--- src/design/bilinear_image_scaler_top_macros.svh ---
// ----------------------------------------------------------------------------
// Bilinear image scaler assertion macros
// Concurrent property wrappers, empty under synthesis.
// ----------------------------------------------------------------------------
`ifndef BILINEAR_IMAGE_SCALER_TOP_MACROS_SVH
`define BILINEAR_IMAGE_SCALER_TOP_MACROS_SVH

`ifndef SYNTHESIS

`define BIS_ASSERT_IMP(name, clk, rst_n, ante, cons) \
    name: assert property (@(posedge clk) disable iff (!rst_n) (ante) |-> (cons)) \
        else $error("bis assertion failed");

`define BIS_ASSERT_NXT(name, clk, rst_n, ante, cons) \
    name: assert property (@(posedge clk) disable iff (!rst_n) (ante) |=> (cons)) \
        else $error("bis assertion failed");

`else

`define BIS_ASSERT_IMP(name, clk, rst_n, ante, cons)

`define BIS_ASSERT_NXT(name, clk, rst_n, ante, cons)

`endif

`endif

--- src/design/bis_pkg.sv ---
// ----------------------------------------------------------------------------
// Bilinear image scaler package
// Field widths, request and register codes, shared types.
// ----------------------------------------------------------------------------
`default_nettype none

package bis_pkg;

    localparam int SRC_COORD_W = 8;
    localparam int PIX_W       = 8;
    localparam int DST_COORD_W = 10;
    localparam int IN_SZ_W     = 9;
    localparam int OUT_SZ_W    = 11;
    localparam int CFG_IDX_W   = 2;
    localparam int CFG_DATA_W  = 11;

    localparam logic REQ_LOAD   = 1'b0;
    localparam logic REQ_SAMPLE = 1'b1;

    localparam logic [CFG_IDX_W-1:0] CFG_IN_WIDTH   = 2'd0;
    localparam logic [CFG_IDX_W-1:0] CFG_IN_HEIGHT  = 2'd1;
    localparam logic [CFG_IDX_W-1:0] CFG_OUT_WIDTH  = 2'd2;
    localparam logic [CFG_IDX_W-1:0] CFG_OUT_HEIGHT = 2'd3;

    localparam logic [IN_SZ_W-1:0]  IN_SZ_RESET  = 9'd256;
    localparam logic [OUT_SZ_W-1:0] OUT_SZ_RESET = 11'd256;

    typedef struct packed {
        logic [OUT_SZ_W-1:0] out_width;
        logic [OUT_SZ_W-1:0] out_height;
    } out_size_t;

endpackage

`default_nettype wire

--- src/design/bis_if.sv ---
// ----------------------------------------------------------------------------
// Bilinear image scaler channels
// Request, response and configuration valid/ready channels.
// ----------------------------------------------------------------------------
`default_nettype none

interface bis_req_if;
    import bis_pkg::*;

    logic                   valid;
    logic                   ready;
    logic                   req_type;
    logic [SRC_COORD_W-1:0] src_row;
    logic [SRC_COORD_W-1:0] src_col;
    logic [PIX_W-1:0]       src_pixel;
    logic [DST_COORD_W-1:0] dst_row;
    logic [DST_COORD_W-1:0] dst_col;

    modport source (
        output valid, req_type, src_row, src_col, src_pixel, dst_row, dst_col,
        input  ready
    );
    modport sink (
        input  valid, req_type, src_row, src_col, src_pixel, dst_row, dst_col,
        output ready
    );
endinterface

interface bis_rsp_if;
    import bis_pkg::*;

    logic             valid;
    logic             ready;
    logic [PIX_W-1:0] dst_pixel;
    logic             coord_error;

    modport source (output valid, dst_pixel, coord_error, input ready);
    modport sink (input valid, dst_pixel, coord_error, output ready);
endinterface


`default_nettype wire

--- src/design/bis_core.sv ---
// ----------------------------------------------------------------------------
// Bilinear image scaler core
// Request sequencer: frame loads, neighbour reads and the two-axis blend.
// ----------------------------------------------------------------------------
`default_nettype none

module bis_core #(
    parameter  int MAX_SRC_WIDTH  = 256,
    parameter  int MAX_SRC_HEIGHT = 256,
    parameter  int FRAC_BITS      = 16,
    localparam int CXW = $clog2(MAX_SRC_WIDTH),
    localparam int CYW = $clog2(MAX_SRC_HEIGHT),
    localparam int CW  = (CXW > CYW) ? CXW : CYW,
    localparam int QW  = CW + FRAC_BITS,
    localparam int AW  = $clog2(MAX_SRC_WIDTH * MAX_SRC_HEIGHT)
) (
    input  wire logic                      clk,
    input  wire logic                      rst_n,
    bis_req_if.sink                        req,
    bis_rsp_if.source                      rsp,
    input  wire logic                      ratio_busy,
    input  wire logic [QW-1:0]             ratio_x,
    input  wire logic [QW-1:0]             ratio_y,
    input  wire logic [CXW-1:0]            em1_x,
    input  wire logic [CYW-1:0]            em1_y,
    input  wire bis_pkg::out_size_t        out_size,
    output logic                           mem_we,
    output logic      [AW-1:0]             mem_addr,
    output logic      [bis_pkg::PIX_W-1:0] mem_wdata,
    input  wire logic [bis_pkg::PIX_W-1:0] mem_rdata
);
    import bis_pkg::*;

    localparam int PW = QW + DST_COORD_W;
    localparam int IW = PW - FRAC_BITS;
    localparam int MW = FRAC_BITS + PIX_W + 1;
    localparam int SW = 2 * FRAC_BITS + PIX_W + 2;
    localparam logic [FRAC_BITS:0] FRAC_ONE = (FRAC_BITS + 1)'(1) << FRAC_BITS;

    typedef enum logic [3:0] {
        S_IDLE, S_POS, S_NBR, S_RD00, S_RD01, S_RD10, S_RD11, S_LERP, S_SUM, S_OUT
    } state_t;

    state_t           state_reg;
    logic             rsp_valid_reg;
    logic [PIX_W-1:0] rsp_pix_reg;
    logic             rsp_err_reg;

    logic [DST_COORD_W-1:0] dr_reg;
    logic [DST_COORD_W-1:0] dc_reg;
    logic [PW-1:0]          posx_reg;
    logic [PW-1:0]          posy_reg;
    logic [CW-1:0]          xl_reg;
    logic [CW-1:0]          xh_reg;
    logic [CW-1:0]          yl_reg;
    logic [CW-1:0]          yh_reg;
    logic [FRAC_BITS-1:0]   wx_reg;
    logic [FRAC_BITS-1:0]   wy_reg;
    logic [MW-1:0]          mul_reg;
    logic [MW-1:0]          top_reg;
    logic [MW-1:0]          bot_reg;
    logic [SW-1:0]          topw_reg;
    logic [PIX_W-1:0]       res_pix_reg;
    logic                   res_err_reg;

    logic             req_fire;
    logic             is_load;
    logic             load_ok;
    logic             coord_bad;
    logic             out_free;
    logic [31:0]      row_sel;
    logic [31:0]      col_sel;
    logic [IW-1:0]    ix;
    logic [IW-1:0]    iy;
    logic [IW:0]      ixh;
    logic [IW:0]      iyh;
    logic [CW-1:0]    xl_next;
    logic [CW-1:0]    xh_next;
    logic [CW-1:0]    yl_next;
    logic [CW-1:0]    yh_next;
    logic [FRAC_BITS:0] one_wx;
    logic [FRAC_BITS:0] one_wy;
    logic [SW-1:0]    sum;

    assign req.ready = (state_reg == S_IDLE) && !ratio_busy;
    assign req_fire  = req.valid && req.ready;
    assign is_load   = req.req_type == REQ_LOAD;
    assign load_ok   = (32'(req.src_row) < 32'(MAX_SRC_HEIGHT))
                    && (32'(req.src_col) < 32'(MAX_SRC_WIDTH));
    assign coord_bad = ({1'b0, req.dst_row} >= out_size.out_height)
                    || ({1'b0, req.dst_col} >= out_size.out_width);
    assign out_free  = !rsp_valid_reg || rsp.ready;

    always_comb
    begin
        ix  = posx_reg[PW-1:FRAC_BITS];
        iy  = posy_reg[PW-1:FRAC_BITS];
        ixh = (IW + 1)'(ix) + (IW + 1)'(posx_reg[FRAC_BITS-1:0] != '0);
        iyh = (IW + 1)'(iy) + (IW + 1)'(posy_reg[FRAC_BITS-1:0] != '0);
        xl_next = (ix > IW'(em1_x)) ? CW'(em1_x) : CW'(ix);
        xh_next = (ixh > (IW + 1)'(em1_x)) ? CW'(em1_x) : CW'(ixh);
        yl_next = (iy > IW'(em1_y)) ? CW'(em1_y) : CW'(iy);
        yh_next = (iyh > (IW + 1)'(em1_y)) ? CW'(em1_y) : CW'(iyh);
        one_wx  = FRAC_ONE - {1'b0, wx_reg};
        one_wy  = FRAC_ONE - {1'b0, wy_reg};
        sum     = topw_reg + SW'(bot_reg) * SW'(wy_reg);
    end

    always_comb
    begin
        unique case (state_reg)
            S_RD00:
            begin
                row_sel = 32'(yl_reg);
                col_sel = 32'(xl_reg);
            end
            S_RD01:
            begin
                row_sel = 32'(yl_reg);
                col_sel = 32'(xh_reg);
            end
            S_RD10:
            begin
                row_sel = 32'(yh_reg);
                col_sel = 32'(xl_reg);
            end
            S_RD11:
            begin
                row_sel = 32'(yh_reg);
                col_sel = 32'(xh_reg);
            end
            default:
            begin
                row_sel = 32'(req.src_row);
                col_sel = 32'(req.src_col);
            end
        endcase
    end

    assign mem_addr  = AW'(row_sel * 32'(MAX_SRC_WIDTH) + col_sel);
    assign mem_we    = req_fire && is_load && load_ok;
    assign mem_wdata = req.src_pixel;

    always_ff @(posedge clk or negedge rst_n)
    begin
        if (!rst_n)
        begin
            state_reg     <= S_IDLE;
            rsp_valid_reg <= 1'b0;
            rsp_pix_reg   <= '0;
            rsp_err_reg   <= 1'b0;
        end
        else
        begin
            if (rsp_valid_reg && rsp.ready && (state_reg != S_OUT))
            begin
                rsp_valid_reg <= 1'b0;
            end
            unique case (state_reg)
                S_IDLE:
                begin
                    if (req_fire && !is_load)
                    begin
                        state_reg <= coord_bad ? S_OUT : S_POS;
                    end
                end
                S_POS:  state_reg <= S_NBR;
                S_NBR:  state_reg <= S_RD00;
                S_RD00: state_reg <= S_RD01;
                S_RD01: state_reg <= S_RD10;
                S_RD10: state_reg <= S_RD11;
                S_RD11: state_reg <= S_LERP;
                S_LERP: state_reg <= S_SUM;
                S_SUM:  state_reg <= S_OUT;
                S_OUT:
                begin
                    if (out_free)
                    begin
                        rsp_valid_reg <= 1'b1;
                        rsp_pix_reg   <= res_pix_reg;
                        rsp_err_reg   <= res_err_reg;
                        state_reg     <= S_IDLE;
                    end
                end
                default: state_reg <= S_IDLE;
            endcase
        end
    end

    always_ff @(posedge clk)
    begin
        case (state_reg)
            S_IDLE:
            begin
                dr_reg      <= req.dst_row;
                dc_reg      <= req.dst_col;
                res_pix_reg <= '0;
                res_err_reg <= 1'b1;
            end
            S_POS:
            begin
                posx_reg <= PW'(ratio_x) * PW'(dc_reg);
                posy_reg <= PW'(ratio_y) * PW'(dr_reg);
            end
            S_NBR:
            begin
                xl_reg <= xl_next;
                xh_reg <= xh_next;
                yl_reg <= yl_next;
                yh_reg <= yh_next;
                wx_reg <= posx_reg[FRAC_BITS-1:0];
                wy_reg <= posy_reg[FRAC_BITS-1:0];
            end
            S_RD01:
            begin
                mul_reg <= MW'(mem_rdata) * MW'(one_wx);
            end
            S_RD10:
            begin
                top_reg <= mul_reg + MW'(mem_rdata) * MW'(wx_reg);
            end
            S_RD11:
            begin
                mul_reg  <= MW'(mem_rdata) * MW'(one_wx);
                topw_reg <= SW'(top_reg) * SW'(one_wy);
            end
            S_LERP:
            begin
                bot_reg <= mul_reg + MW'(mem_rdata) * MW'(wx_reg);
            end
            S_SUM:
            begin
                res_pix_reg <= sum[2*FRAC_BITS +: PIX_W];
                res_err_reg <= 1'b0;
            end
            default:
            begin
                res_pix_reg <= res_pix_reg;
            end
        endcase
    end

    assign rsp.valid       = rsp_valid_reg;
    assign rsp.dst_pixel   = rsp_pix_reg;
    assign rsp.coord_error = rsp_err_reg;

endmodule

`default_nettype wire

--- src/flat_wrapper.sv ---
// flat-port wrapper written by rule: the top's interface ports become plain ports
module bis_core_flat import bis_pkg::*;
#(
    parameter  int MAX_SRC_WIDTH  = 256,
    parameter  int MAX_SRC_HEIGHT = 256,
    parameter  int FRAC_BITS      = 16,
    localparam int CXW = $clog2(MAX_SRC_WIDTH),
    localparam int CYW = $clog2(MAX_SRC_HEIGHT),
    localparam int CW  = (CXW > CYW) ? CXW : CYW,
    localparam int QW  = CW + FRAC_BITS,
    localparam int AW  = $clog2(MAX_SRC_WIDTH * MAX_SRC_HEIGHT)
)
  (clk, rst_n, ratio_busy, ratio_x, ratio_y, em1_x, em1_y, out_size, mem_we, mem_addr, mem_wdata, mem_rdata, req_valid, req_req_type, req_src_row, req_src_col, req_src_pixel, req_dst_row, req_dst_col, req_ready, rsp_valid, rsp_dst_pixel, rsp_coord_error, rsp_ready);
  bis_req_if req_i ();
  bis_rsp_if rsp_i ();
  input  wire logic clk;
  input  wire logic rst_n;
  input  wire logic ratio_busy;
  input  wire logic [QW-1:0] ratio_x;
  input  wire logic [QW-1:0] ratio_y;
  input  wire logic [CXW-1:0] em1_x;
  input  wire logic [CYW-1:0] em1_y;
  input  wire bis_pkg::out_size_t out_size;
  output logic mem_we;
  output logic      [AW-1:0] mem_addr;
  output logic      [bis_pkg::PIX_W-1:0] mem_wdata;
  input  wire logic [bis_pkg::PIX_W-1:0] mem_rdata;
  input wire logic [$bits(req_i.valid)-1:0] req_valid;
  input wire logic [$bits(req_i.req_type)-1:0] req_req_type;
  input wire logic [$bits(req_i.src_row)-1:0] req_src_row;
  input wire logic [$bits(req_i.src_col)-1:0] req_src_col;
  input wire logic [$bits(req_i.src_pixel)-1:0] req_src_pixel;
  input wire logic [$bits(req_i.dst_row)-1:0] req_dst_row;
  input wire logic [$bits(req_i.dst_col)-1:0] req_dst_col;
  output wire logic [$bits(req_i.ready)-1:0] req_ready;
  output wire logic [$bits(rsp_i.valid)-1:0] rsp_valid;
  output wire logic [$bits(rsp_i.dst_pixel)-1:0] rsp_dst_pixel;
  output wire logic [$bits(rsp_i.coord_error)-1:0] rsp_coord_error;
  input wire logic [$bits(rsp_i.ready)-1:0] rsp_ready;
  assign req_i.valid = req_valid;
  assign req_i.req_type = req_req_type;
  assign req_i.src_row = req_src_row;
  assign req_i.src_col = req_src_col;
  assign req_i.src_pixel = req_src_pixel;
  assign req_i.dst_row = req_dst_row;
  assign req_i.dst_col = req_dst_col;
  assign req_ready = req_i.ready;
  assign rsp_valid = rsp_i.valid;
  assign rsp_dst_pixel = rsp_i.dst_pixel;
  assign rsp_coord_error = rsp_i.coord_error;
  assign rsp_i.ready = rsp_ready;
  bis_core #(.MAX_SRC_WIDTH(MAX_SRC_WIDTH), .MAX_SRC_HEIGHT(MAX_SRC_HEIGHT), .FRAC_BITS(FRAC_BITS)) u_core (.clk(clk), .rst_n(rst_n), .req(req_i), .rsp(rsp_i), .ratio_busy(ratio_busy), .ratio_x(ratio_x), .ratio_y(ratio_y), .em1_x(em1_x), .em1_y(em1_y), .out_size(out_size), .mem_we(mem_we), .mem_addr(mem_addr), .mem_wdata(mem_wdata), .mem_rdata(mem_rdata));
endmodule
--- config.mk ---
export PLATFORM = sky130hd
export DESIGN_NAME = bis_core_flat
export DESIGN_NICKNAME = d
export VERILOG_FILES = /design/src/design/bilinear_image_scaler_top_macros.svh /design/src/design/bis_pkg.sv /design/src/design/bis_if.sv /design/src/design/bis_core.sv /design/src/flat_wrapper.sv
export SDC_FILE = /design/constraint.sdc
export NUM_CORES = 2
export LEC_CHECK = 0
export BUFFER_PORTS_ARGS = -buffer_cell sky130_fd_sc_hd__buf_2
export CAP_MARGIN = 25
export CORE_ASPECT_RATIO = 2
export CORE_MARGIN = 3
export CORE_UTILIZATION = 25
export CTS_BUF_LIST = sky130_fd_sc_hd__clkbuf_8
export CTS_CLUSTER_DIAMETER = 150
export DETAILED_ROUTE_END_ITERATION = 6
export GPL_TIMING_DRIVEN = 0
export PLACE_DENSITY = 0.44
export SLEW_MARGIN = 20
export SYNTH_ARGS = -nofsm -noshare
export SYNTH_HDL_FRONTEND = slang
export SYNTH_SLANG_ARGS = --single-unit
--- constraint.sdc ---
create_clock -name clk -period 6.58 [get_ports clk]
set_input_delay 0.987 -clock clk [delete_from_list [all_inputs] [get_ports clk]]
set_output_delay 0.987 -clock clk [all_outputs]
set_load 0.02 [all_outputs]
==> impl_metrics.sql <==
INSERT INTO impl_metrics (metric_group, metric, value, unit) VALUES
('die', 'top_level_ports', '180', ''),
('worst_setup_path', 'critical_path.endpoint_type', 'flop', ''),
('cts', 'cts-buffers-inserted', '49', ''),
('sta', 'grt_setup_unrepaired', 'yes', ''),
('sta', 'setup_violations', '31', ''),
('placement', 'place.detailed.hpwl', '195', 'mm'),
('placement', 'placedCellCount', '9912', ''),
('worst_setup_path', 'cell_mode_on_critical_path', 'fa_1', ''),
('synthesis', 'syn_inst', '6531', ''),
('cts', 'clk_latency', '750', 'ps'),
('sta', 'timing_worst_slew_pin_value', '1020', 'ps'),
('grt', 'wire_length_of_the_first_global_routing_pass', '335', 'mm'),
('synthesis', 'postSynthNetCount', '8413', ''),
('route', 'wl', '227', 'mm'),
('status', 'outcome', 'finished with violations', ''),
('sta', 'fin_skew', '61.9', 'ps'),
('synthesis', 'warnings_synthesis', '0', ''),
('route', 'route.antenna.remaining_nets', '0', ''),
('cts', 'numClockSinks', '290', ''),
('worst_setup_path', 'worstReg2RegEnd', 'u_core.topw_reg[36]$_DFFE_PP_', ''),
('worst_setup_path', 'reg2reg_from', 'u_core.wy_reg[9]$_DFFE_PP_', ''),
('sta', 'clock.fmax', '0.128', 'GHz'),
('sta', 'final_critical_path_setup_slack', '-1240', 'ps'),
('cts', 'cts_tree', 'built', ''),
('die', 'die_area', '252000', 'um^2'),
('grt', 'grt.met1_usage', '13.9', '%'),
('worst_setup_path', 'cp_slowest_cell', 'fa_2', ''),
('die', 'die_width', '356', 'um'),
('worst_setup_path', 'critical_path_arrival', '8370', 'ps'),
('synthesis', 'yosys.area.top_type', 'fa_1', ''),
('route', 'wirelength_per_cell', '22.4', 'um'),
('synthesis', 'synth_top_area_share', '40.6', '%'),
('worst_setup_path', 'worstSetupEndpoint', 'u_core.topw_reg[36]$_DFFE_PP_', ''),
('grt', 'grt_max_degree', '35', ''),
('sta', 'fin_worst_hold_slack', '274', 'ps'),
('sta', 'tns', '-20810', 'ps'),
('min_path', 'worstHoldPathType', 'in2async', ''),
('die', 'initial_core_util', '25.2', '%'),
('worst_setup_path', 'crit_type', 'reg2reg', ''),
('cts', 'clockBufferDepth', '3', ''),
('synthesis', 'synth_seq_area_share', '14.1', '%'),
('cells_and_area', 'drive_above_1_share', '11.6', '%'),
('status', 'failed_checks', 'negative setup slack', ''),
('route', 'drc', '0', ''),
('placement', 'placer_congestion', '0.933', ''),
('cts', 'clock-root-buffer', 'clkbuf_8', ''),
('grt', 'grt_use_met3', '1.78', '%'),
('grt', 'globalRouteTotalUtil', '18.3', '%'),
('worst_setup_path', 'required', '7130', 'ps'),
('grt', 'grt_antenna_before_repair', '18', ''),
('synthesis', 'async_reset_ff_share', '4.83', '%'),
('worst_setup_path', 'critical-path-max-stage-delay', '660', 'ps'),
('route', 'detail_route.vias_per_cell', '4.59', ''),
('cts', 'clkTransAtPathRegs', '70', 'ps'),
('route', 'first_iter_violations', '1816', ''),
('worst_setup_path', 'r2r_slack', '-1240', 'ps'),
('worst_setup_path', 'crit_path_start_kind', 'flop', ''),
('placement', 'placement.io_buffers', '126', ''),
('placement', 'place_worst_setup_slack', '-3020', 'ps'),
('synthesis', 'synth_enable_flop_cells', '276', ''),
('synthesis', 'synth_top_cells_by_count', 'inv_1, fa_1, nand2_1, and2_1, ha_1', ''),
('worst_setup_path', 'critPathMaxFanout', '5', ''),
('cells_and_area', 'area_delta_synth_final', '16.0', '%'),
('sta', 'final_hold_viols', '0', ''),
('grt', 'grt_overflow_total', '0', ''),
('synthesis', 'yosysMostFrequentCell', 'inv_1', ''),
('worst_setup_path', 'crit_path_start', 'u_core.wy_reg[9]$_DFFE_PP_', ''),
('worst_setup_path', 'r2r.worst_path.cells', '29', ''),
('grt', 'globalRoute.busiestLayer', 'met2', ''),
('die', 'die_height', '707', 'um'),
('route', 'vias', '46600', '');
## how the worst min path moves through the flow
| stage | depth (start not counted) | from | to | slack (ps) |
|---|---|---|---|---|
| 2_1_floorplan | 0 | u_core.posx_reg[10]$_DFFE_PP_ | u_core.wx_reg[10]$_DFFE_PP_ | 430 |
| 3_3_place_gp | 0 | u_core.posx_reg[9]$_DFFE_PP_ | u_core.wx_reg[9]$_DFFE_PP_ | 430 |
| 3_5_place_dp | 0 | u_core.posy_reg[5]$_DFFE_PP_ | u_core.wy_reg[5]$_DFFE_PP_ | 430 |
| 4_1_cts | 1 | rst_n | u_core.rsp.dst_pixel[1]$_DFFE_PN0P_ | 240 |
| 5_1_grt | 1 | rst_n | u_core.rsp.valid$_DFF_PN0_ | 290 |
| 6_report | 1 | rst_n | u_core.rsp.valid$_DFF_PN0_ | 270 |
## through the flow
step / utilization (%) / area (um^2)
4_1_cts: 28.9 / 70500
2_1_floorplan: - / 61600
5_1_grt: 29.2 / 71200
3_5_place_dp: 27.3 / 66700
6_report: 29.2 / 71200
3_3_place_gp: 27.2 / 66200
## kinds of logic after synthesis
logic type      count (synthesis)  share of synthesized area, %
simple gates                 2066                          16.0
xor+xnor                      177                          2.53
flops                         290                          14.1
mux                            42                         0.769
compound gates                488                          5.32
fa+ha+maj                    1738                          50.6
buf+inv                      1730                          10.6
## cell type report
class                           instances  area (um^2)
Timing Repair Buffer                  305         2290
Buffer                                283         1810
Fill cell                           25900       173000
Antenna cell                            6         15.0
Tap cell                             3225         4040
Sequential cell                       290         8640
Multi-Input combinational cell       4511        47900
Clock buffer                           49          674
Inverter                             1439         5400
Clock inverter                         42          375
## worst max-delay path, delay by kind of cell (launching register included)
family / cells / cell delay [ps]
xor+xnor: 1 / 250
simple gates: 5 / 1220
compound gates: 7 / 1090
flops: 1 / 400
buf+inv: 9 / 1100
fa+ha+maj: 7 / 3520
## layout by cell type (no fill, tap or decap), types with 15 or more instances in the layout
cell type,n
a21o_1,61
a21oi_1,104
a21oi_2,17
a31oi_1,15
and2_1,551
buf_2,134
buf_4,144
buf_6,39
clkbuf_1,134
clkbuf_2,60
clkbuf_4,17
clkbuf_8,67
edfxtp_1,276
fa_1,1225
fa_2,18
ha_1,475
ha_4,18
inv_1,1431
inv_2,17
mux2_2,35
nand2_1,1098
nand2b_1,30
nand3_1,43
nand4_1,41
nor2_1,96
nor2b_1,21
nor3_1,33
nor4_1,17
o211ai_1,16
o21a_1,42
o21ai_0,73
o21bai_1,24
or3_1,15
xnor2_1,108
xnor2_2,18
xor2_1,30
## metal layers
metal	vias up	wire [um]
li1	20500	-
met1	24000	60000
met2	1283	133000
met3	752	6850
met4	16	26600
met5	-	107
## repair_timing
action | CTS | global route
gates cloned | 1 | 1
endpoints found under the setup margin | 73 | 56
gates resized for setup | 428 | 142
buffers inserted | 127 | 25
pin swaps | 121 | 115
Power is left out: the tool's default activity adds up to more than one toggle a clock period on the data nets, which glitch-free logic cannot reach.
