**src/design/bilinear_image_scaler_top_macros.svh**
```systemverilog
// ----------------------------------------------------------------------------
// Bilinear image scaler assertion macros
// Concurrent property wrappers, empty under synthesis.
// ----------------------------------------------------------------------------
`ifndef BILINEAR_IMAGE_SCALER_TOP_MACROS_SVH
`define BILINEAR_IMAGE_SCALER_TOP_MACROS_SVH

`ifndef SYNTHESIS

`define BIS_ASSERT_IMP(name, clk, rst_n, ante, cons) \
    name: assert property (@(posedge clk) disable iff (!rst_n) (ante) |-> (cons)) \
        else $error("bis assertion failed");

`define BIS_ASSERT_NXT(name, clk, rst_n, ante, cons) \
    name: assert property (@(posedge clk) disable iff (!rst_n) (ante) |=> (cons)) \
        else $error("bis assertion failed");

`else

`define BIS_ASSERT_IMP(name, clk, rst_n, ante, cons)

`define BIS_ASSERT_NXT(name, clk, rst_n, ante, cons)

`endif

`endif

```
**src/design/bis_pkg.sv**
```systemverilog
// ----------------------------------------------------------------------------
// Bilinear image scaler package
// Field widths, request and register codes, shared types.
// ----------------------------------------------------------------------------
`default_nettype none

package bis_pkg;

    localparam int SRC_COORD_W = 8;
    localparam int PIX_W       = 8;
    localparam int DST_COORD_W = 10;
    localparam int IN_SZ_W     = 9;
    localparam int OUT_SZ_W    = 11;
    localparam int CFG_IDX_W   = 2;
    localparam int CFG_DATA_W  = 11;

    localparam logic REQ_LOAD   = 1'b0;
    localparam logic REQ_SAMPLE = 1'b1;

    localparam logic [CFG_IDX_W-1:0] CFG_IN_WIDTH   = 2'd0;
    localparam logic [CFG_IDX_W-1:0] CFG_IN_HEIGHT  = 2'd1;
    localparam logic [CFG_IDX_W-1:0] CFG_OUT_WIDTH  = 2'd2;
    localparam logic [CFG_IDX_W-1:0] CFG_OUT_HEIGHT = 2'd3;

    localparam logic [IN_SZ_W-1:0]  IN_SZ_RESET  = 9'd256;
    localparam logic [OUT_SZ_W-1:0] OUT_SZ_RESET = 11'd256;

    typedef struct packed {
        logic [OUT_SZ_W-1:0] out_width;
        logic [OUT_SZ_W-1:0] out_height;
    } out_size_t;

endpackage

`default_nettype wire

```
**src/design/bis_ratio_div.sv**
```systemverilog
// ----------------------------------------------------------------------------
// Bilinear image scaler ratio divider
// Restoring divider, one quotient bit a cycle, x axis then y axis.
// ----------------------------------------------------------------------------
`default_nettype none

module bis_ratio_div #(
    parameter  int QW   = 24,
    localparam int CNTW = $clog2(QW)
) (
    input  wire logic                 clk,
    input  wire logic                 rst_n,
    input  wire logic                 start,
    input  wire logic [QW-1:0]        dividend_x,
    input  wire logic [QW-1:0]        dividend_y,
    input  wire bis_pkg::out_size_t   out_size,
    output logic      [QW-1:0]        ratio_x,
    output logic      [QW-1:0]        ratio_y,
    output logic                      busy
);
    import bis_pkg::*;

    localparam int DW = OUT_SZ_W;

    typedef enum logic {AX_X, AX_Y} axis_t;

    axis_t           axis_reg;
    logic            busy_reg;
    logic [CNTW-1:0] cnt_reg;
    logic [QW-1:0]   quo_reg;
    logic [DW-1:0]   rem_reg;
    logic [DW-1:0]   dvs_reg;
    logic            zero_reg;
    logic [QW-1:0]   ratio_x_reg;
    logic [QW-1:0]   ratio_y_reg;

    logic [DW:0]     shifted;
    logic            ge;
    logic [DW-1:0]   rem_step;
    logic [QW-1:0]   quo_step;
    logic            last;

    always_comb
    begin
        shifted  = {rem_reg, quo_reg[QW-1]};
        ge       = shifted >= {1'b0, dvs_reg};
        rem_step = ge ? DW'(shifted - {1'b0, dvs_reg}) : DW'(shifted);
        quo_step = {quo_reg[QW-2:0], ge};
        last     = cnt_reg == '0;
    end

    always_ff @(posedge clk or negedge rst_n)
    begin
        if (!rst_n)
        begin
            busy_reg <= 1'b0;
            axis_reg <= AX_X;
            cnt_reg  <= '0;
        end
        else if (start)
        begin
            busy_reg <= 1'b1;
            axis_reg <= AX_X;
            cnt_reg  <= CNTW'(QW - 1);
        end
        else if (busy_reg)
        begin
            if (last)
            begin
                if (axis_reg == AX_X)
                begin
                    axis_reg <= AX_Y;
                    cnt_reg  <= CNTW'(QW - 1);
                end
                else
                begin
                    busy_reg <= 1'b0;
                end
            end
            else
            begin
                cnt_reg <= cnt_reg - 1'b1;
            end
        end
    end

    always_ff @(posedge clk)
    begin
        if (start)
        begin
            quo_reg  <= dividend_x;
            rem_reg  <= '0;
            dvs_reg  <= DW'(out_size.out_width - 1'b1);
            zero_reg <= out_size.out_width < OUT_SZ_W'(2);
        end
        else if (busy_reg)
        begin
            if (last)
            begin
                if (axis_reg == AX_X)
                begin
                    ratio_x_reg <= zero_reg ? '0 : quo_step;
                    quo_reg     <= dividend_y;
                    rem_reg     <= '0;
                    dvs_reg     <= DW'(out_size.out_height - 1'b1);
                    zero_reg    <= out_size.out_height < OUT_SZ_W'(2);
                end
                else
                begin
                    ratio_y_reg <= zero_reg ? '0 : quo_step;
                end
            end
            else
            begin
                quo_reg <= quo_step;
                rem_reg <= rem_step;
            end
        end
    end

    assign ratio_x = ratio_x_reg;
    assign ratio_y = ratio_y_reg;
    assign busy    = busy_reg;

endmodule

`default_nettype wire

```
**config.mk**
```make
export PLATFORM = sky130hd
export DESIGN_NAME = bis_ratio_div
export DESIGN_NICKNAME = d
export VERILOG_FILES = /design/src/design/bilinear_image_scaler_top_macros.svh /design/src/design/bis_pkg.sv /design/src/design/bis_ratio_div.sv
export SDC_FILE = /design/constraint.sdc
export NUM_CORES = 1
export LEC_CHECK = 0
export ABC_AREA = 0
export CAP_MARGIN = 20
export CORE_MARGIN = 1
export CORE_UTILIZATION = 35
export DETAILED_ROUTE_END_ITERATION = 16
export DONT_BUFFER_PORTS = 1
export PLACE_DENSITY_LB_ADDON = 0.2
export SYNTH_ARGS = -nofsm -noshare
export SYNTH_HDL_FRONTEND = slang
export SYNTH_SLANG_ARGS = --single-unit
```
**constraint.sdc**
```tcl
create_clock -name clk -period 8.2 [get_ports clk]
set_input_delay 0.82 -clock clk [delete_from_list [all_inputs] [get_ports clk]]
set_output_delay 0.82 -clock clk [all_outputs]
set_load 0.02 [all_outputs]
```
==> flow_summary.rst, run 1 <==
.. list-table::
   :header-rows: 1

   * - Metric
     - Value
   * - Peak clock frequency supported by timing
     - 0.365 GHz
   * - Detail-routed net length per standard cell
     - 17.6 um
   * - Wire length of the first global-routing pass
     - 16.5 mm
   * - Residual DRC
     - 0
   * - Cell area after technology mapping
     - 4960 um2
   * - Synthesized area per cell
     - 11.8 um2
   * - Length in cells of the worst reg-to-reg path
     - 10
   * - Die H
     - 121 um
   * - Area of the placeable core
     - 13800 um2
   * - Horizontal die dimension
     - 121 um
   * - Total of buffers placed on input and output ports
     - 0
   * - Tightest slew margin relative to the limit
     - 34.7%
   * - Setup repair after global routing missed its margin
     - no
   * - Utilization after layout
     - 39.1%
   * - Fraction of the mapped netlist area in simple logic gates
     - 12.9%
   * - Storage cell area
     - 2920 um2
   * - Number of global-route vias before repair
     - 3062
   * - Pwr Density
     - 248 nW/um2
   * - Critical-path maximum fanout
     - 15
   * - Effective utilization at floorplan
     - 35.9%
   * - Length of the first detailed-routing pass in iterations
     - 5
   * - Startpoint of the worst register-to-register path
     - quo_reg[23]$_DFFE_PP_
   * - Startpoint of the most critical setup path
     - quo_reg[23]$_DFFE_PP_
   * - Number of warnings issued by yosys
     - 0
   * - Final cycle utilization of the critical path
     - 33.4%
   * - Status
     - finished clean
   * - Vias per std cell
     - 5.18
   * - Path class of the lowest-slack min-delay path
     - in -> async
   * - Highest-count cells in the layout ignoring fill and taps
     - edfxtp_1 (84), nand2_1 (46), mux2i_1 (45)
   * - Root cell of the clock tree
     - clkbuf_16
   * - Primary flip-flop cell chosen by synthesis mapping
     - edfxtp_1
   * - Number of distinct library cells after synthesis
     - 48
   * - Clock tree from TritonCTS
     - yes
   * - Worst setup margin
     - 5.46 ns
   * - Multiplexer area fraction after synthesis
     - 9.08%
   * - Floorplan die area
     - 14600 um2
   * - Iter 0 DRT Violations
     - 141
   * - Count of vias placed by the detailed router
     - 3109
   * - TritonCTS buffer count
     - 9
   * - Worst-case clock buffer depth
     - 2
   * - Number of antenna repair diodes
     - 0
   * - Cells along the critical path
     - inv_1, ha_1, inv_1, fa_1, a211oi_2, o21ai_1, a21oi_1, o221ai_2, mux2i_1, o21ai_1
   * - Number of antenna violations at the first check in global routing
     - 0
   * - Count of state elements after synthesis
     - 102
   * - Aggregate routed wire length
     - 10.6 mm
   * - Area Growth Syn to Fin
     - 8.96%
   * - Period minus WS final
     - 2.74 ns
   * - Boundary Pins
     - 122
   * - Compound-gate portion of the synthesized area
     - 9.46%
   * - Final RePlAce weighted congestion
     - 0.849
   * - Post-DP HPWL
     - 7.42 mm
   * - Worst IR Drop VDD
     - 0.0924 mV
   * - Worst-margin pin slew
     - 0.979 ns
   * - Worst endpoint data arrival time
     - 2.84 ns
   * - Share of synthesized registers carrying an async set or reset
     - 6.86%
   * - Slew Limit Fails
     - 0
   * - Crit path capture type
     - flip-flop
   * - Syn_nets
     - 506
   * - Global-route usage over all layers
     - 15.0%
   * - Part of the Yosys area used for sequential elements
     - 58.8%
   * - Worst Clk Skew
     - 0.00466 ns
   * - Area used by multi-input combinational logic
     - 1890 um2
   * - Count of mapped cells out of synthesis
     - 419
   * - Number of buffers inserted by post-CTS setup repair
     - 0
   * - Combinational family with the most area after synthesis
     - simple AND/OR/NAND/NOR gates
   * - Cts-stage hold buffer count
     - 0
   * - Row count
     - 43
   * - Post-placement setup slack
     - 5.48 ns
   * - Post-synthesis share of cell area spent on xor and xnor gates
     - 2.83%
   * - Most common cell after layout, fill and taps aside
     - edfxtp_1
   * - Aggregate negative setup slack
     - 0 ns
   * - Largest net degree at the start of global routing
     - 82
   * - Clock-pin slew on the worst setup and hold paths
     - 0.07 ns
   * - Fillers
     - 1326
   * - Worst-Skew Late Latency
     - 0.35 ns
   * - Hold Vio Cnt, Final
     - 0
   * - CP max stage cell
     - fa_1
   * - Fraction of final layout cells sized beyond drive strength 1
     - 6.43%
   * - Startpoint-to-endpoint class of the critical path
     - reg -> reg
   * - Number of enable flip-flop cells after synthesis
     - 84
   * - Clk sink count
     - 102
   * - Antenna-violating nets left
     - 0
   * - Number of nets in the finished design
     - 503
   * - Element type at the critical path start
     - flip-flop
   * - Max-cap violations
     - 0
   * - Htree depth
     - 3
   * - Static Leak
     - 1.86 nW
   * - Maximum single-stage delay on the critical path
     - 0.41 ns
   * - Final setup violation count
     - 0
   * - Post-CTS Resized
     - 0
   * - Critical path data required time
     - 8.30 ns
   * - Adder-Cell Fraction of Synth Area
     - 3.68%
   * - Global route overflow
     - 0
[per-layer routing]
metal	global-route usage (%)	up-vias	routed length, um
li1	-	1514	-
met1	19.0	1487	4680
met2	23.3	91	5000
met3	4.32	17	649
met4	7.10	0	234
met5	0	-	0
[worst max-delay path: cells and delay by family (launching register included)]
family	cells	cell delay (ns)
flops	1	0.36
mux	1	0.27
fa+ha+maj	2	0.62
buf+inv	2	0.16
compound gates	5	1.08
[path summary, 6_finish.rpt]
kind,endpoint,slack [ns]
min in group clk,rem_reg[10]$_SDFFE_PP0P_,0.46
min,cnt_reg[0]$_DFFE_PN0P_,0.16
max in group asynchronous,cnt_reg[3]$_DFFE_PN0P_,7.97
max reg2reg,quo_reg[0]$_DFFE_PP_,5.46
max,quo_reg[0]$_DFFE_PP_,5.46
min reg2reg,rem_reg[10]$_SDFFE_PP0P_,0.46
[cell families after synthesis]
kind of cell               after synthesis
adders and majority gates               14
xor gates and xnor gates                16
buffers and inverters                   38
muxes                                   45
and+or+nand+nor                        126
DFF                                    102
AOI/OAI and AO/OA                       78
[per-stage QoR]
stage	area [um2]	instances	total power [mW]	hold slack (ns)
6_report	5400	600	1.34	0.161
5_1_grt	5400	600	1.42	0.144
4_1_cts	5400	600	1.35	0.150
3_5_place_dp	5140	585	0.960	0.451
3_3_place_gp	5140	585	0.952	0.441
2_1_floorplan	4960	419	0.904	0.429
[cell usage after synthesis, types with 4 or more instances]
cell type	n	area (um2)
edfxtp_1	84	2520
nand2_1	46	173
mux2i_1	45	450
o21ai_1	40	200
nor2b_1	26	163
inv_1	18	67.6
nor2_1	18	67.6
a21oi_1	15	75.1
ha_1	13	163
dfxtp_1	11	220
nor3_1	11	55.1
buf_2	8	40.0
xnor2_1	8	70.1
xor2_1	8	70.1
clkbuf_1	7	26.3
dfrtp_1	7	175
nand3_1	5	25.0
nor3b_1	4	30.0
nor4_1	4	25.0
o21ai_0	4	20.0
[cell type report]
class / count / area share [%]
multi-input combinational: 279 / 35.0
inverter: 20 / 1.39
timing repair buffer: 4 / 0.556
clock buffer: 10 / 4.24
clock inverter: 5 / 0.625
sequential: 102 / 54.0
tap: 180 / 4.17
[power breakdown]
part	internal, mW	total, mW	switching, mW
registers	0.608	0.642	0.0341
clock network	0.205	0.395	0.190
logic	0.140	0.306	0.166
total	0.953	1.34	0.389
Note: power is estimated with default switching activity, not from simulation.
==> inputs of run 2 (changes only) <==
Settings changed: ABC_AREA 0 to 1.
Clock period 8.2 ns to 2.6 ns, I/O delays scaled along.
==> run 2 against run 1 <==
- clock-buffer cell count is 1 higher
- clock power grew to 3.1 times the previous value
- setup slack worse by 5.0 ns
- synthesized cell count rose by 31%
- area after synthesis rose by 3.7%
- die area grew 3.7%
- register-to-register slack worse by 5.0 ns
- sequential cell count unchanged
- critical endpoint is now quo_reg[22]$_DFFE_PP_
==> flow_summary.rst, run 2 <==
.. list-table::
   :header-rows: 1

   * - Metric
     - Value
   * - Pwr Density
     - 756 nW/um2
   * - Status
     - finished clean
   * - Antenna-violating nets left
     - 0
   * - Worst endpoint data arrival time
     - 2.15 ns
   * - Row count
     - 43
   * - Most common cell after layout, fill and taps aside
     - nand2_1
   * - Syn_nets
     - 636
   * - Die H
     - 123 um
   * - Largest net degree at the start of global routing
     - 60
   * - Final cycle utilization of the critical path
     - 83.7%
   * - Aggregate negative setup slack
     - 0 ns
   * - Number of antenna violations at the first check in global routing
     - 0
   * - Final RePlAce weighted congestion
     - 0.834
   * - Iter 0 DRT Violations
     - 222
   * - Area Growth Syn to Fin
     - 9.37%
   * - Path class of the lowest-slack min-delay path
     - in -> reg
   * - Number of distinct library cells after synthesis
     - 38
   * - Length of the first detailed-routing pass in iterations
     - 4
   * - Worst-case clock buffer depth
     - 2
   * - Share of the synthesized area in the top cell type
     - 49.1%
   * - Static Leak
     - 2.36 nW
   * - Floorplan die area
     - 15200 um2
   * - Worst slack on hold paths
     - 0.166 ns
   * - Cell area after technology mapping
     - 5140 um2
   * - Aggregate routed wire length
     - 11.6 mm
   * - Clock tree from TritonCTS
     - yes
   * - Number of global-route vias before repair
     - 3642
   * - Part of the Yosys area used for sequential elements
     - 56.7%
   * - Element type at the critical path start
     - flip-flop
   * - Count of vias placed by the detailed router
     - 3599
   * - Wire length of the first global-routing pass
     - 18.3 mm
   * - Number of cells in the design after placement
     - 718
   * - Met2 demand-to-capacity share in global routing
     - 25.3%
   * - Crit path capture type
     - flip-flop
   * - TritonCTS buffer count
     - 9
   * - Count of state elements after synthesis
     - 102
   * - Horizontal die dimension
     - 123 um
   * - Count of mapped cells out of synthesis
     - 549
   * - Global route overflow
     - 0
   * - Most numerous cell in the Yosys netlist
     - nand2_1
   * - Peak clock frequency supported by timing
     - 0.460 GHz
   * - Startpoint-to-endpoint class of the critical path
     - reg -> reg
   * - Global-route usage over all layers
     - 15.9%
   * - Root cell of the clock tree
     - clkbuf_16
   * - Met1 Use GR
     - 20.5%
   * - Post-CTS Resized
     - 0
   * - Detail-routed net length per standard cell
     - 15.7 um
   * - Critical-path maximum fanout
     - 24
   * - Post-DP HPWL
     - 8.46 mm
   * - Fraction of final layout cells sized beyond drive strength 1
     - 8.09%
   * - Final Power
     - 4.25 mW
   * - Main area contributors after synthesis
     - edfxtp_1 (49%), nand2_1 (9.9%), inv_1 (5.2%)
   * - Post-placement setup slack
     - 0.368 ns
   * - Vias per std cell
     - 4.89
   * - Critical path data required time
     - 2.57 ns
   * - Library cell occupying the most area in the post-synthesis netlist
     - edfxtp_1
   * - Global routing usage on met3
     - 4.20%
   * - Synthesized area per cell
     - 9.37 um2
   * - Number of enable flip-flop cells after synthesis
     - 84
   * - Boundary Pins
     - 122
   * - Setup repair after global routing missed its margin
     - no
   * - Period minus WS final
     - 2.18 ns
   * - Hold Vio Cnt, Final
     - 0
   * - Primary flip-flop cell chosen by synthesis mapping
     - edfxtp_1
   * - Effective utilization at floorplan
     - 36.5%
   * - Number of nets in the finished design
     - 638
   * - Final setup violation count
     - 0
   * - Number of buffers inserted by post-CTS setup repair
     - 0
   * - Tightest slew margin relative to the limit
     - 37.2%
   * - Worst IR Drop VDD
     - 0.363 mV
   * - Share of synthesized registers carrying an async set or reset
     - 6.86%
   * - Worst setup margin
     - 0.425 ns
   * - Worst-margin pin slew
     - 0.941 ns
   * - Clk sink count
     - 102
   * - Residual DRC
     - 0
   * - Area of the placeable core
     - 14100 um2
   * - GRT Max-Usage Layer
     - met2
   * - Worst Clk Skew
     - 0.00848 ns
   * - Highest-count cells in the layout ignoring fill and taps
     - nand2_1 (136), edfxtp_1 (84), inv_1 (71)
   * - Total of buffers placed on input and output ports
     - 0
   * - Number of warnings issued by yosys
     - 0
   * - Final non-filler cell total
     - 736
   * - Number of antenna repair diodes
     - 0
   * - Slew Limit Fails
     - 0
   * - Worst-Skew Late Latency
     - 0.35 ns
   * - Clock-pin slew on the worst setup and hold paths
     - 0.06 ns
   * - Max-cap violations
     - 0
   * - Htree depth
     - 3
   * - Top post-synthesis cells by count
     - nand2_1 (136), edfxtp_1 (84), inv_1 (71)
==> run 2: routing by layer <==
layer | part of all wire [%] | wire [um]
met3 | 5.5 | 636
met2 | 47 | 5470
met1 | 46 | 5260
met5 | 0 | 0
met4 | 1.6 | 188
==> run 2: timing repair <==
item | CTS | global route
endpoints found under the setup margin | 0 | 0
endpoints found under the hold margin | 8 | 0
hold buffers | 2 | 0
==> run 2: cell type report <==
cell class	instances	area, um2
Clock inverter	5	26.3
Clock buffer	11	233
Timing Repair Buffer	10	105
Sequential cell	102	2920
Multi-Input combinational cell	353	1830
Fill cell	1451	8470
Tap cell	180	225
Inverter	75	284
==> run 2: cells by family (layout without fill, tap and decap cells) <==
| kind of cell | Yosys count | in the layout | synth area share [%] |
|---|---|---|---|
| mux | 2 | 2 | 0.389 |
| flops | 102 | 102 | 56.7 |
| buf+inv | 94 | 101 | 7.71 |
| xor+xnor | 14 | 14 | 2.38 |
| fa+ha+maj | 14 | 14 | 3.55 |
| compound gates | 50 | 50 | 6.11 |
| simple gates | 273 | 273 | 23.1 |
==> run 2: worst max-delay path, stage by stage (launching register included) <==
cell and delay [ns]:
dfrtp_1 0.37, inv_1 0.07, ha_1 0.22, inv_1 0.10
nor2_2 0.04, nand2_2 0.10, o21ai_2 0.08, inv_2 0.10
nor2_4 0.04, inv_1 0.67
==> run 2: worst paths after layout <==
kind / from / endpoint / slack [ns] / depth (start not counted)
setup / recovery: cnt_reg[0]$_DFFE_PN0P_ / quo_reg[22]$_DFFE_PP_ / 0.42 / 9
hold / removal: out_size[0] / dvs_reg[0]$_DFFE_PP_ / 0.17 / 1
setup reg to reg: cnt_reg[0]$_DFFE_PN0P_ / quo_reg[22]$_DFFE_PP_ / 0.42 / 9
hold reg to reg: rem_reg[5]$_SDFFE_PP0P_ / rem_reg[5]$_SDFFE_PP0P_ / 0.47 / 2
max in group asynchronous: rst_n / cnt_reg[1]$_DFFE_PN0P_ / 2.08 / 1
min in group asynchronous: rst_n / cnt_reg[3]$_DFFE_PN0P_ / 0.25 / 1
==> run 2: metrics by stage <==
| step | area [um2] | util, % |
|---|---|---|
| floorplan | 5140 | - |
| global placement | 5350 | 37.9 |
| detailed placement | 5350 | 37.9 |
| CTS | 5620 | 39.9 |
| global route | 5620 | 39.9 |
| finish | 5620 | 39.9 |
==> run 2: power by group <==
group / total, mW / switching [mW] / internal, mW
Combinational: 1.02 / 0.618 / 0.398
Sequential: 2.02 / 0.0963 / 1.93
Clock: 1.21 / 0.569 / 0.643
==> inputs of run 3 (changes only) <==
Settings changed: ABC_AREA 1 to 0.
Clock period 2.6 ns to 1.8 ns, I/O delays scaled along.
==> run 3 against run 2 <==
- the flow now finishes with violations (design-rule violations, negative setup slack)
- register-to-register slack worse by 0.98 ns
- worst hold slack worse by 0.14 ns
- combinational power is 100% higher
- largest cell class unchanged
==> flow_summary.rst, run 3 (synthesis results as in run 1) <==
.. list-table::
   :header-rows: 1

   * - Metric
     - Value
   * - Fraction of final layout cells sized beyond drive strength 1
     - 23.7%
   * - Count of vias placed by the detailed router
     - 3384
   * - Residual DRC
     - 1
   * - Peak clock frequency supported by timing
     - 0.424 GHz
   * - Clock-pin slew on the worst setup and hold paths
     - 0.07 ns
   * - Number of nets in the finished design
     - 575
   * - Final design instance area without fill
     - 6290 um2
   * - Boundary Pins
     - 122
   * - Wire length of the first global-routing pass
     - 17.0 mm
   * - Path class of the lowest-slack min-delay path
     - in -> reg
   * - Area Growth Syn to Fin
     - 26.8%
   * - Vias per std cell
     - 5.03
   * - Pwr Density
     - 1090 nW/um2
   * - Effective utilization at floorplan
     - 35.9%
   * - Horizontal die dimension
     - 121 um
   * - Slew Limit Fails
     - 0
   * - Element type at the critical path start
     - flip-flop
   * - Switching pwr
     - 1.91 mW
   * - Final non-filler cell total
     - 673
   * - Largest net degree at the start of global routing
     - 80
   * - Hold Vio Cnt, Final
     - 0
   * - Violated checks
     - design-rule violations, negative setup slack
   * - Floorplan die area
     - 14600 um2
   * - Worst endpoint data arrival time
     - 2.59 ns
   * - Tightest slew margin relative to the limit
     - 71.6%
   * - Clk sink count
     - 102
   * - Row count
     - 43
   * - Final cycle utilization of the critical path
     - 131%
   * - Htree depth
     - 3
   * - Worst-case clock buffer depth
     - 2
   * - Most common cell after layout, fill and taps aside
     - edfxtp_1
   * - Total of buffers placed on input and output ports
     - 0
   * - CP max stage cell
     - edfxtp_1
   * - Period minus WS final
     - 2.36 ns
   * - Detail-routed net length per standard cell
     - 16.6 um
   * - Final Power
     - 6.84 mW
   * - Final RePlAce weighted congestion
     - 0.798
   * - Fillers
     - 1220
   * - Utilization after layout
     - 45.5%
   * - Worst Clk Skew
     - 0.00545 ns
   * - Share of total power in sequential cells
     - 42.5%
   * - Maximum single-stage delay on the critical path
     - 0.38 ns
   * - Number of cells in the design after placement
     - 628
   * - Worst-margin pin slew
     - 0.416 ns
   * - Root cell of the clock tree
     - clkbuf_16
   * - Area of placed instances
     - 5570 um2
   * - Antenna-violating nets left
     - 0
   * - Area of the placeable core
     - 13800 um2
   * - Global-route usage over all layers
     - 15.3%
   * - Static Leak
     - 2.32 nW
   * - Aggregate routed wire length
     - 11.2 mm
   * - Worst-Skew Late Latency
     - 0.34 ns
   * - Max-cap violations
     - 0
   * - Global route overflow
     - 0
   * - Setup repair after global routing missed its margin
     - yes
   * - Length of the first detailed-routing pass in iterations
     - 10
   * - Cells along the critical path
     - inv_2, ha_4, inv_2, fa_2, a211oi_2, o21ai_1, a21oi_2, o221ai_4, buf_6, mux2i_1, a22o_1
   * - Relative contribution of combinational cells to total power
     - 29.9%
   * - TritonCTS buffer count
     - 9
   * - Number of antenna violations at the first check in global routing
     - 0
   * - Worst setup margin
     - -0.557 ns
   * - Critical path data required time
     - 2.03 ns
   * - Int Power
     - 4.92 mW
   * - Switching power share of the total
     - 28.0%
   * - Status
     - finished with violations
   * - Most used cell, CP
     - inv_2
   * - Post-DP HPWL
     - 7.62 mm
   * - Clock share of power
     - 27.6%
   * - Crit path capture type
     - flip-flop
   * - Number of antenna repair diodes
     - 0
   * - Highest-count cells in the layout ignoring fill and taps
     - edfxtp_1 (84), buf_4 (50), nand2_1 (43)
   * - Final setup violation count
     - 93
   * - Iter 0 DRT Violations
     - 156
   * - Die H
     - 121 um
   * - Number of global-route vias before repair
     - 3403
   * - Worst IR Drop VDD
     - 0.477 mV
   * - Clock tree from TritonCTS
     - yes
   * - Critical-path maximum fanout
     - 6
   * - Startpoint-to-endpoint class of the critical path
     - reg -> reg
-- run 3: worst max-delay path: cells and delay by family (launching register included) --
kind	cells	cell delay [ns]
AO/OA/AOI/OAI	5	0.96
adder cells (fa/ha/maj)	2	0.48
flip-flops	1	0.38
buffers and inverters	3	0.30
multiplexers	1	0.11
-- run 3: metal layers --
layer  GRT usage, %  part of all wire [%]  vias up
li1               -                     -     1662
met1           19.7                    45     1585
met2           24.1                    46      118
met3           4.98                   7.4       19
met4           5.32                   1.8        0
met5              0                     0        -
-- run 3: area by class of cell --
class                   instances  area [um2]  share of cell area (%)
multi-input cells             279        2020                    32.2
clock inverters                 5        51.3                   0.816
well taps                     180         225                    3.58
inverters                      20        87.6                    1.39
clock buffers                  11         233                    3.70
repair buffers                 74         727                    11.6
flip-flops and latches        102        2920                    46.4
repair inverters                2        22.5                   0.358
-- run 3: per-stage QoR --
stage          setup slack [ns]  TNS (ns)  hold WS, ns
5_1_grt                  -0.647    -21.09       0.0281
4_1_cts                  -0.495     -6.89       0.0266
3_5_place_dp             -0.634     -8.13       -0.115
2_1_floorplan            -0.428    -12.50       -0.116
3_3_place_gp             -0.517     -7.01       -0.115
6_report                 -0.557    -11.62       0.0311
-- run 3: power by group through the flow --
stage | Sequential, mW | Clock, mW | Combinational (mW)
global route | 2.93 | 2.03 | 2.25
floorplan | 2.91 | 0 | 1.24
finish | 2.91 | 1.89 | 2.04
global placement | 2.96 | 0 | 1.77
detailed placement | 2.95 | 0 | 1.80
CTS | 2.91 | 1.93 | 1.98
-- run 3: what timing repair did --
action / in CTS / in global routing
gates resized for setup: 16 / 31
hold endpoints to repair: 10 / 0
endpoints found under the setup margin: 92 / 125
gates cloned: 3 / 2
hold buffers: 2 / 0
setup buffers: 18 / 8
pin swaps: 6 / 11
-- run 3: worst paths after layout --
path | to | start | depth (start not counted) | slack, ns
setup / recovery | rem_reg[0]$_SDFFE_PP0P_ | quo_reg[23]$_DFFE_PP_ | 11 | -0.56
hold / removal | quo_reg[22]$_DFFE_PP_ | dividend_x[22] | 2 | 0.03
setup reg to reg | rem_reg[0]$_SDFFE_PP0P_ | quo_reg[23]$_DFFE_PP_ | 11 | -0.56
hold reg to reg | rem_reg[10]$_SDFFE_PP0P_ | rem_reg[10]$_SDFFE_PP0P_ | 2 | 0.47
max in group asynchronous | cnt_reg[3]$_DFFE_PN0P_ | rst_n | 1 | 1.37
min in group asynchronous | cnt_reg[1]$_DFFE_PN0P_ | rst_n | 1 | 0.17
